`src/rtl/slcg_pkg.sv`:
```
// shared constants, types and helpers for the single-linkage cluster gap block
package slcg_pkg;

  localparam int MaxPoints = 256;
  localparam int CoordBits = 12;
  localparam int FracBits  = 20;
  localparam int IdxBits   = $clog2(MaxPoints);
  localparam int CntBits   = IdxBits + 1;
  localparam int SqBits    = 2 * CoordBits + 1;
  localparam int RootBits  = CoordBits + 1 + FracBits;
  localparam int KBits     = 9;
  localparam int StatBits  = 2;
  localparam int DiffBits  = CoordBits + 1;
  localparam int ProdBits  = 2 * CoordBits;
  // root iterations: one result bit per cycle
  localparam int RootSteps = RootBits;
  localparam int RemBits   = RootBits + 2;
  localparam int RadBits   = 2 * RootBits;
  localparam int RstBits   = $clog2(RootSteps + 1);

  localparam logic [KBits-1:0]   KReset  = KBits'(2);
  localparam logic [SqBits-1:0]  SqInf   = '1;

  localparam logic [StatBits-1:0] StatOk     = 2'd0;
  localparam logic [StatBits-1:0] StatNoAns  = 2'd1;
  localparam logic [StatBits-1:0] StatFewPts = 2'd2;

  typedef logic signed [CoordBits-1:0] coord_t;
  typedef logic [SqBits-1:0]           sq_t;
  typedef logic [IdxBits-1:0]          idx_t;
  typedef logic [CntBits-1:0]          cnt_t;

  // request and reply between the tree search and the root unit
  typedef struct packed {
    logic start;
    sq_t  value;
  } root_req_t;

  typedef struct packed {
    logic                busy;
    logic                done;
    logic [RootBits-1:0] root;
  } root_rsp_t;

endpackage

```
`src/rtl/slcg_root.sv`:
```
// iterative fixed-point square root, one result bit per cycle
module slcg_root import slcg_pkg::*; (
  input  logic      clk_i,
  input  logic      rst_ni,
  input  root_req_t req_i,
  output root_rsp_t rsp_o
);

  logic [RadBits-1:0]  rad_q, rad_d;
  logic [RemBits-1:0]  rem_q, rem_d;
  logic [RootBits-1:0] root_q, root_d;
  logic [RstBits-1:0]  cnt_q, cnt_d;
  logic                busy_q, busy_d;
  logic                done_q, done_d;
  logic [RemBits-1:0]  rem_sh, trial;

  always_comb begin
    rem_sh = {rem_q[RemBits-3:0], rad_q[RadBits-1 -: 2]};
    trial  = {root_q, 2'b01};
    rad_d  = rad_q;
    rem_d  = rem_q;
    root_d = root_q;
    cnt_d  = cnt_q;
    busy_d = busy_q;
    done_d = 1'b0;
    if (req_i.start) begin
      rad_d  = {{(RadBits-SqBits-2*FracBits){1'b0}}, req_i.value, {(2*FracBits){1'b0}}};
      rem_d  = '0;
      root_d = '0;
      cnt_d  = RstBits'(RootSteps);
      busy_d = 1'b1;
    end else if (busy_q) begin
      rad_d = {rad_q[RadBits-3:0], 2'b00};
      if (rem_sh >= trial) begin
        rem_d  = rem_sh - trial;
        root_d = {root_q[RootBits-2:0], 1'b1};
      end else begin
        rem_d  = rem_sh;
        root_d = {root_q[RootBits-2:0], 1'b0};
      end
      cnt_d = cnt_q - RstBits'(1);
      if (cnt_q == RstBits'(1)) begin
        busy_d = 1'b0;
        done_d = 1'b1;
      end
    end
  end

  always_ff @(posedge clk_i or negedge rst_ni) begin
    if (!rst_ni) begin
      busy_q <= 1'b0;
      done_q <= 1'b0;
      cnt_q  <= '0;
    end else begin
      busy_q <= busy_d;
      done_q <= done_d;
      cnt_q  <= cnt_d;
    end
  end

  always_ff @(posedge clk_i) begin
    rad_q  <= rad_d;
    rem_q  <= rem_d;
    root_q <= root_d;
  end

  assign rsp_o.busy = busy_q;
  assign rsp_o.done = done_q;
  assign rsp_o.root = root_q;

endmodule

```
`config.mk`:
```
export PLATFORM = sky130hd
export DESIGN_NAME = slcg_root
export DESIGN_NICKNAME = d
export VERILOG_FILES = /design/src/rtl/slcg_pkg.sv /design/src/rtl/slcg_root.sv
export SDC_FILE = /design/constraint.sdc
export NUM_CORES = 1
export LEC_CHECK = 0
export BUFFER_PORTS_ARGS = -buffer_cell sky130_fd_sc_hd__buf_2
export CORE_ASPECT_RATIO = 0.7
export CORE_MARGIN = 4
export CORE_UTILIZATION = 45
export CTS_CLUSTER_DIAMETER = 200
export DETAILED_ROUTE_END_ITERATION = 7
export GPL_TIMING_DRIVEN = 0
export PLACE_DENSITY_LB_ADDON = 0.1
export SLEW_MARGIN = 20
export SYNTH_ARGS = -nofsm -noshare
export SYNTH_HDL_FRONTEND = slang
export SYNTH_SLANG_ARGS = --single-unit
```
`constraint.sdc`:
```
create_clock -name clk_i -period 3.28 [get_ports clk_i]
set_clock_uncertainty 0.1 [all_clocks]
set_input_delay 0.656 -clock clk_i [delete_from_list [all_inputs] [get_ports clk_i]]
set_output_delay 0.656 -clock clk_i [all_outputs]
set_load 0.005 [all_outputs]
```
==> metrics.yaml, run 1 <==
status:
  status: "finished, final reports clean"
worst_setup_path:
  end_kind: "flop"
  critPathKind: "reg -> reg"
  cp_max_fo: 10
  critPathArrivalTime_ns: 3.24
  startpoint_type: "flop"
  required_ns: 3.40
timing:
  worst_slew_pin_slew_ns: 0.921
  min_period_ns: 3.12
  setup_viol: 0
  slew_headroom_pct: 38.6
  hold_violations: 0
  holdWs_ns: 0.0274
  fmax_mhz: 321
  drv_slew: 0
  fin_ws_ns: 0.163
  fin_crit_sh_pct: 95.0
clock_tree:
  cts_buffers: 9
  cts_hold_buf: 0
  cts_tree: "done"
  clockBufferDepth: 2
  cts.sink_count: 100
  cts_root_buf: "clkbuf_16"
  clk-insertion-delay-late_ns: 0.36
  htreeDepth: 3
  cts.clk_slew.worst_paths_ns: 0.08
logic_synthesis:
  synthAdderAreaFrac_pct: 7.70
  yosysUniqueCellTypes: 56
  synth_top_family_by_area: "compound AO/OA/AOI/OAI gates"
  syn_inst: 661
  synth_compound_area_share_pct: 17.4
  synth.mux.area_fraction_pct: 13.0
  synth-simple-area-share_pct: 13.4
  synth_warnings: 0
  synth_area_um2: 6010
  synth.avg_cell_area_um2: 9.10
  postSynthNetCount: 726
  synth_edf_count: 25
  ys_seq_area_share_pct: 38.1
  yosys.area_share.xor_xnor_pct: 4.52
  ys_async_sr_fraction_pct: 8.00
  synth-seq-cells: 100
  synth_top_flop_cell: "dfxtp_1"
routing:
  drt_wl_total_um: 15500
  vias: 5100
  post-route-drc-count: 0
  dr.pass1.iters: 5
  drt_iter0_markers: 407
  final_antenna_net_count: 0
  viasPerCell: 5.66
  avgRoutedWirePerCell_um: 17.2
job:
  maxCapViolCount: 0
grt:
  grt_pass1_wl_um: 25300
  grt.total_usage_pct: 20.4
  grt_pass1_vias: 4778
  grt.overflow.total: 0
  grt_antenna_before_repair: 0
  grt_max_degree: 26
floorplan:
  fp.dieW_um: 146
  fp-row-count: 35
  start_util_pct: 45.8
  dieArea_um2: 15300
  fp.dieH_um: 105
  core-area_um2: 13100
  io_pins: 63
power_and_ir_drop:
  p_leak_nw: 3.13
  ir_drop_mv: 0.481
  p_per_area_nw_per_um2: 1010
placed_design:
  place_area_um2: 6530
  pre_cts_ws_ns: -0.152
  io_buffers: 61
  dp_hpwl_um: 11600
  gp_congestion: 0.928
min_path:
  hold_class: "in -> async"
final_layout:
  drive_gt1_share_pct: 19.1
  area_delta_synth_final_pct: 15.8
  final_area_um2: 6960
  nets: 794
  fillers: 1241
cell usage after synthesis (13+ instances only):
master     n  area share, %
nand2_1   43            2.7
dfxtp_1   67             22
xor2_1    13            1.9
a211oi_1  29            3.6
edfxtp_1  25             12
mux2_2    24            4.5
nor2_1    79            4.9
a21oi_1   40            3.3
xnor2_1   18            2.6
o21ai_0   16            1.3
inv_1     44            2.7
ha_1      37            7.7
mux2i_1   51            8.5
clkbuf_1  26            1.6
final timing paths:
kind	startpoint	to	slack (ns)	cells after the start
setup / recovery	root_q[23]	rem_q[21]	0.16	13
hold / removal	rst_ni	cnt_q[4]	0.03	1
setup reg to reg	root_q[23]	rem_q[21]	0.16	13
hold reg to reg	rem_q[32]	rem_q[32]	0.40	2
max in group asynchronous	rst_ni	busy_q	2.88	1
min in group clk_i	rem_q[32]	rem_q[32]	0.40	2
cells by family after synthesis:
group / after synthesis
simple gates: 179
compound gates: 155
flops: 100
buf+inv: 84
mux: 75
fa+ha+maj: 37
xor+xnor: 31
cells in the final DEF, fill, tap and decap left out, types with 11 or more instances in the layout:
cell	n
nor2_1	79
dfxtp_1	64
buf_2	61
mux2i_1	51
inv_1	44
nand2_1	42
a21oi_1	38
ha_1	29
a211oi_1	28
edfxtp_1	25
mux2_2	24
xnor2_1	18
clkbuf_1	18
o21ai_0	16
xor2_1	13
a21o_1	11
flip-flops by register name (all words and copies together) (netlist names):
register,flops
rad_q,26
cnt_q,6
rem_q,33
done_q,1
root_q,33
busy_q,1
through the flow:
| step | TNS [ns] | power, mW | util (%) | cells |
|---|---|---|---|---|
| 6_report | 0 | 7.04 | 53.0 | 901 |
| 5_1_grt | -0.00147 | 7.56 | 53.0 | 900 |
| 4_1_cts | 0 | 6.84 | 52.2 | 901 |
| 3_5_place_dp | -1.58 | 5.70 | 49.7 | 888 |
| 3_3_place_gp | -0.513 | 5.66 | 49.7 | 888 |
| 2_1_floorplan | 0 | 4.82 | - | 661 |
worst max-delay path, cell delays in order, from the launching register on:
cell and delay (ns):
dfxtp_1 0.39, inv_1 0.08, ha_1 0.27, clkbuf_1 0.25, and3_1 0.31, nand2_1 0.13
o41ai_4 0.37, a311oi_2 0.16, and2_1 0.20, buf_6 0.13, buf_6 0.15, buf_6 0.16
a32oi_1 0.19, o31ai_1 0.10
metal layers:
metal	track usage (%)	wire length, um	vias up
li1	-	-	2499
met1	30.9	7900	2424
met2	29.5	6470	161
met3	4.90	995	16
met4	4.36	129	0
met5	0	0	-
cell type report:
class                      instances  area (um^2)  area share (%)
multi-input combinational        477         3500            50.3
timing repair buffer              66          343            4.93
clock inverter                     6         55.1           0.791
tap                              166          208            2.98
buffer                            31          158            2.27
clock buffer                      10          229            3.29
antenna                            1         2.50          0.0360
inverter                          44          165            2.37
sequential                       100         2300            33.0
repair_timing:
action,in CTS,in global routing
hold endpoints to repair,0,0
setup endpoints to repair,33,34
gates resized for setup,8,15
setup buffers,0,5
cloned,0,0
pin swaps,0,6
power by group:
group	switching, mW	internal, mW
registers	0.197	1.55
clock network	0.516	0.532
logic	2.38	1.86
No activity file was read; power rests on OpenSTA's default activity.
==> run 2, diff against run 1 <==
Settings changed: CORE_ASPECT_RATIO 0.7 to not set, CORE_UTILIZATION 45 to 46.
==> metrics.yaml, run 2 (synthesis results as in run 1) <==
clock_tree:
  cts_hold_buf: 0  # unchanged
  cts.sink_count: 100  # unchanged
  cts_buffers: 9  # unchanged
  cts_tree: "done"  # unchanged
  htreeDepth: 3  # unchanged
  clk-insertion-delay-late_ns: 0.36  # about the same
  cts_root_buf: "clkbuf_16"  # unchanged
  clockBufferDepth: 2  # unchanged
  cts.clk_slew.worst_paths_ns: 0.08  # about the same
worst_setup_path:
  path_cells: "inv_1 > ha_1 > and3_4 > nand2_1 > or4_4 > o41ai_4 > a311oi_2 > and2_1 > buf_6 > buf_6 > buf_6 > a32oi_2 > o31ai_1"  # was inv_1 > ha_1 > clkbuf_1 > and3_1 > nand2_1 > o41ai_4 > a311oi_2 > and2_1 > buf_6 > buf_6 > buf_6 > a32oi_1 > o31ai_1
  startpoint_type: "flop"  # unchanged
  critPathArrivalTime_ns: 3.26  # was 3.24 ns
  cp_slowest_cell: "or4_4"  # was dfxtp_1
  path_common_cell: "buf_6"  # unchanged
  crit_buf_inv: 4  # was 5
  end_kind: "flop"  # unchanged
  critPathKind: "reg -> reg"  # unchanged
  slowest_delay_ns: 0.49  # was 0.39 ns
  reg2reg_depth: 13  # unchanged
  r2r_slack_ns: 0.15  # was 0.16 ns
  required_ns: 3.42  # was 3.40 ns
  crit_family: "simple AND/OR/NAND/NOR gates"  # was compound AO/OA/AOI/OAI gates
  worstReg2RegStart: "root_q[8]"  # was root_q[23]
  reg2reg_to: "rem_q[21]"  # unchanged
  cp_max_fo: 10  # unchanged
final_layout:
  top_regs: "rem_q (33), root_q (33), rad_q (26)"  # unchanged
  fin_util_pct: 55.1  # was 53.0%
  final_common_cell: "nor2_1"  # unchanged
  fin_cells: 909  # was 901
  nets: 797  # was 794
  area_delta_synth_final_pct: 16.5  # was 15.8%
  drive_gt1_share_pct: 19.3  # was 19.1%
  diodes: 0  # was 1
  layout_common_cells: "nor2_1 (79), dfxtp_1 (62), buf_2 (61)"  # was nor2_1 (79), dfxtp_1 (64), buf_2 (61)
routing:
  drt_wl_total_um: 15100  # was 15,500 um
  dr.pass1.iters: 4  # was 5
  final_antenna_net_count: 0  # unchanged
  avgRoutedWirePerCell_um: 16.6  # was 17.2 um
  post-route-drc-count: 0  # unchanged
  drt_iter0_markers: 258  # was 407
  vias: 5044  # was 5,100
  viasPerCell: 5.55  # was 5.66
status:
  status: "finished, final reports clean"  # unchanged
timing:
  fmax_mhz: 320  # was 321 MHz
  min_period_ns: 3.13  # was 3.12 ns
  hold_violations: 0  # unchanged
  slew_headroom_pct: 37.9  # was 38.6%
  rsz0062_at_grt: "false"
  worst_slew_pin_slew_ns: 0.930  # was 0.921 ns
  setup_viol: 0  # unchanged
  drv_slew: 0  # unchanged
  fin_crit_sh_pct: 95.3  # was 95.0%
floorplan:
  start_util_pct: 47.3  # was 45.8%
  io_pins: 63  # unchanged
  dieArea_um2: 15000  # was 15,300 um^2
  core-area_um2: 12700  # was 13,100 um^2
  fp.dieW_um: 122  # was 146 um
  fp-row-count: 41  # was 35
  fp.dieH_um: 122  # was 105 um
grt:
  grt_pass1_vias: 4944  # was 4,778
  grt_antenna_before_repair: 0  # unchanged
  grt.total_usage_pct: 20.5  # was 20.4%
  grt_max_degree: 26  # unchanged
  grt.overflow.total: 0  # unchanged
  grt_pass1_wl_um: 24400  # was 25,300 um
power_and_ir_drop:
  ir_drop_mv: 0.459  # was 0.481 mV
  p_leak_nw: 3.16  # was 3.13 nW
  power_mw: 7.10  # was 7.04 mW
  p_per_area_nw_per_um2: 1010  # about the same
placed_design:
  dp_hpwl_um: 11200  # was 11,600 um
  gp_congestion: 0.916  # was 0.928
  io_buffers: 61  # unchanged
  dp_cells: 894  # was 888
job:
  maxCapViolCount: 0  # unchanged
min_path:
  hold_class: "in -> async"  # unchanged
run 2: timing repair:
item | in CTS | in global routing
pin swaps | 0 | 6
setup endpoints to repair | 34 | 34
buffers inserted | 0 | 5
gates resized for setup | 7 | 17
run 2: final cells by class:
class | count | area [um^2]
Buffer | 34 | 169
Inverter | 44 | 165
Tap cell | 172 | 215
Clock buffer | 10 | 239
Multi-Input combinational cell | 477 | 3500
Fill cell | 1247 | 5720
Timing Repair Buffer | 66 | 343
Clock inverter | 6 | 78.8
Sequential cell | 100 | 2300
run 2: power by group:
group / total [mW] / switching (mW) / internal (mW) / leakage [nW]
Combinational: 4.20 / 2.33 / 1.87 / 2.09
Clock: 1.15 / 0.521 / 0.631 / 0.158
Sequential: 1.75 / 0.195 / 1.56 / 0.914
Total: 7.10 / 3.05 / 4.05 / 3.16
run 2: metal layers:
| layer | GRT usage (%) | vias to the layer above | part of all wire (%) |
|---|---|---|---|
| met5 | 0 | - | 0 |
| met4 | 7.84 | 0 | 1.5 |
| met3 | 3.23 | 15 | 4.5 |
| met2 | 33.4 | 102 | 47 |
| met1 | 27.4 | 2419 | 47 |
| li1 | - | 2508 | - |
run 2: through the flow:
stage	setup slack (ns)	hold WS [ns]	instance area, um^2	TNS [ns]
global route	0.00496	0.0270	7010	0
floorplan	0.262	0.260	6010	0
finish	0.153	0.0189	7010	0
global placement	-0.0721	0.358	6530	-0.519
detailed placement	-0.127	0.371	6530	-1.54
CTS	0.00720	0.0153	6900	0
run 2: how the worst max path moves through the flow:
stage,startpoint,to,slack [ns],cells after the start
after global routing,root_q[23],rem_q[22],0.005,13
after global placement,root_q[22],rem_q[27],-0.07,13
after detailed placement,root_q[22],rem_q[27],-0.13,13
after floorplan,root_q[4],rem_q[21],0.26,14
after CTS,root_q[17],rem_q[22],0.007,13
final,root_q[8],rem_q[21],0.15,13
==> run 3, diff against run 2 <==
Settings changed: CORE_UTILIZATION 46 to 54, PLACE_DENSITY set to 0.71, PLACE_DENSITY_LB_ADDON 0.1 to not set.
==> metrics.yaml, run 3 (synthesis results as in run 1) <==
final_layout:
  diodes: 0  # unchanged
  area_delta_synth_final_pct: 13.7  # was 16.5%
  drive_gt1_share_pct: 18.8  # was 19.3%
  layout_common_cells: "nor2_1 (79), buf_2 (61), dfxtp_1 (61)"  # was nor2_1 (79), dfxtp_1 (62), buf_2 (61)
  fillers: 916  # was 1,247
  nets: 796  # was 797
  top_regs: "rem_q (33), root_q (33), rad_q (26)"  # unchanged
  seqCellArea_um2: 2300  # about the same
  multi_input_area_um2: 3490  # was 3500 um^2
  final_area_um2: 6840  # was 7010 um^2
  final_common_cell: "nor2_1"  # unchanged
worst_setup_path:
  endpoint: "rem_q[5]"  # was rem_q[21]
  required_ns: 3.42  # about the same
  slowest_delay_ns: 0.38  # was 0.49 ns
  crit_family: "compound AO/OA/AOI/OAI gates"  # was simple AND/OR/NAND/NOR gates
  worstReg2RegStart: "root_q[22]"  # was root_q[8]
  startpoint_type: "flop"  # unchanged
  critPathKind: "reg -> reg"  # unchanged
  r2r_slack_ns: 0.14  # was 0.15 ns
  startpoint: "root_q[22]"  # was root_q[8]
  cp_slowest_cell: "dfxtp_1"  # was or4_4
  critPathArrivalTime_ns: 3.29  # was 3.26 ns
  reg2reg_depth: 13  # unchanged
  crit_buf_inv: 4  # unchanged
  worst-path-stages: 13  # unchanged
  end_kind: "flop"  # unchanged
  path_cells: "inv_1 > ha_1 > clkbuf_1 > a21o_1 > a21o_1 > a21oi_4 > o41ai_4 > a311oi_2 > and2_1 > buf_6 > buf_6 > mux2i_1 > a211oi_2"  # was inv_1 > ha_1 > and3_4 > nand2_1 > or4_4 > o41ai_4 > a311oi_2 > and2_1 > buf_6 > buf_6 > buf_6 > a32oi_2 > o31ai_1
  reg2reg_to: "rem_q[5]"  # was rem_q[21]
  cp_max_fo: 10  # unchanged
clock_tree:
  clk-insertion-delay-late_ns: 0.39  # was 0.36 ns
  cts_tree: "done"  # unchanged
  htreeDepth: 3  # unchanged
  cts.clk_slew.worst_paths_ns: 0.11  # was 0.08 ns
  cts_buffers: 9  # unchanged
  cts.sink_count: 100  # unchanged
  clockBufferDepth: 2  # unchanged
  cts_root_buf: "clkbuf_8"  # was clkbuf_16
power_and_ir_drop:
  p_per_area_nw_per_um2: 983  # was 1010 nW/um^2
  power_mw: 6.72  # was 7.10 mW
  pwr-share-clk_pct: 12.5  # was 16.2%
  switching_power_mw: 2.98  # was 3.05 mW
  seqPwrFrac_pct: 26.0  # was 24.7%
  p_sw_share_pct: 44.4  # was 42.9%
  p_int_mw: 3.74  # was 4.05 mW
  ir_drop_mv: 0.485  # was 0.459 mV
  comb_power_share_pct: 61.5  # was 59.1%
  p_leak_nw: 3.09  # was 3.16 nW
routing:
  vias: 5139  # was 5,044
  post-route-drc-count: 0  # unchanged
  drt_wl_total_um: 14400  # was 15,100 um
  viasPerCell: 5.87  # was 5.55
  drt_iter0_markers: 248  # was 258
  dr.pass1.iters: 6  # was 4
  final_antenna_net_count: 0  # unchanged
  avgRoutedWirePerCell_um: 16.5  # was 16.6 um
timing:
  fmax_mhz: 318  # was 320 MHz
  slew_headroom_pct: 40.2  # was 37.9%
  rsz0062_at_grt: "false"  # unchanged
  fin_crit_sh_pct: 95.9  # was 95.3%
  setup_viol: 0  # unchanged
  holdWs_ns: 0.385  # was 0.0189 ns
  min_period_ns: 3.14  # was 3.13 ns
  drv_slew: 0  # unchanged
  setup_tns_ns: 0  # unchanged
  hold_violations: 0  # unchanged
  worst_slew_pin_slew_ns: 0.896  # was 0.930 ns
grt:
  grt_pass1_vias: 5041  # was 4,944
  grt_max_degree: 26  # unchanged
  grt_pass1_wl_um: 24100  # was 24,400 um
  grt.overflow.total: 0  # unchanged
  grt.total_usage_pct: 23.1  # was 20.5%
  grt_antenna_before_repair: 0  # unchanged
floorplan:
  dieArea_um2: 12900  # was 15,000 um^2
  start_util_pct: 55.2  # was 47.3%
  fp.dieW_um: 114  # was 122 um
  io_pins: 63  # unchanged
  core-area_um2: 10900  # was 12,700 um^2
  fp-row-count: 38  # was 41
  fp.dieH_um: 114  # was 122 um
job:
  maxCapViolCount: 0  # unchanged
placed_design:
  gp_congestion: 0.915  # was 0.916
  io_buffers: 61  # unchanged
  dp_hpwl_um: 10800  # was 11,200 um
  place_area_um2: 6490  # was 6530 um^2
status:
  status: "finished, final reports clean"  # unchanged
min_path:
  hold_class: "reg -> reg"  # was in -> async
## run 3: changes by cell type in the layout (fill, tap and decap cells not counted), sizes merged
cell	delta
clkbuf	+3
clkinvlp	+1
buf	-5
clkinv	-1
dlygate4sd3	+1
## run 3: worst reg2reg max path, cell delays in order (launching register included)
cell	delay (ns)
dfxtp_1	0.38
inv_1	0.06
ha_1	0.27
clkbuf_1	0.21
a21o_1	0.23
a21o_1	0.20
a21oi_4	0.22
o41ai_4	0.12
a311oi_2	0.31
and2_1	0.18
buf_6	0.13
buf_6	0.18
mux2i_1	0.28
a211oi_2	0.11
## run 3: final cells by class
type	count	share of cell area, %
plain buffers	36	2.58
clock buffers	10	1.87
clock inverters	6	1.10
inverters	44	2.42
multi-input cells	477	51.1
flip-flops and latches	100	33.6
well taps	140	2.56
repair buffers	63	4.72
## run 3: power groups by stage
stage | Combinational, mW | Sequential [mW] | Clock [mW]
6_report | 4.13 | 1.74 | 0.839
5_1_grt | 4.56 | 1.78 | 0.913
4_1_cts | 3.96 | 1.74 | 0.852
3_5_place_dp | 3.87 | 1.76 | 0
3_3_place_gp | 3.80 | 1.75 | 0
2_1_floorplan | 3.12 | 1.70 | 0
## run 3: through the flow
stage	util (%)	setup slack, ns	instances
after floorplan	-	0.262	661
after global placement	59.6	-0.0483	862
after CTS	62.1	0.0207	878
after global routing	62.8	0.0179	876
after detailed placement	59.6	-0.0450	862
final	62.8	0.136	876
## run 3: timing repair
action,4_1_cts,5_1_grt
endpoints found under the hold margin,8,0
pin swaps,0,4
setup buffers,0,1
setup endpoints to repair,13,34
hold buffers,1,0
resized for setup,6,19
## run 3: worst min path at each step
stage,startpoint,end,cells past startpoint
after floorplan,rst_ni,busy_q,0
after global placement,rem_q[0],rem_q[0],2
after detailed placement,rem_q[0],rem_q[0],2
after CTS,rem_q[0],rem_q[0],2
after global routing,rem_q[0],rem_q[0],2
final,rem_q[0],rem_q[0],2
## run 3: layer usage
layer  GRT usage (%)  up-vias  part of all wire, %
met5               0        -                    0
met4            11.4        0                  2.6
met3            3.77       34                  5.7
met2            37.0      152                   46
met1            30.4     2443                   46
li1                -     2510                    -
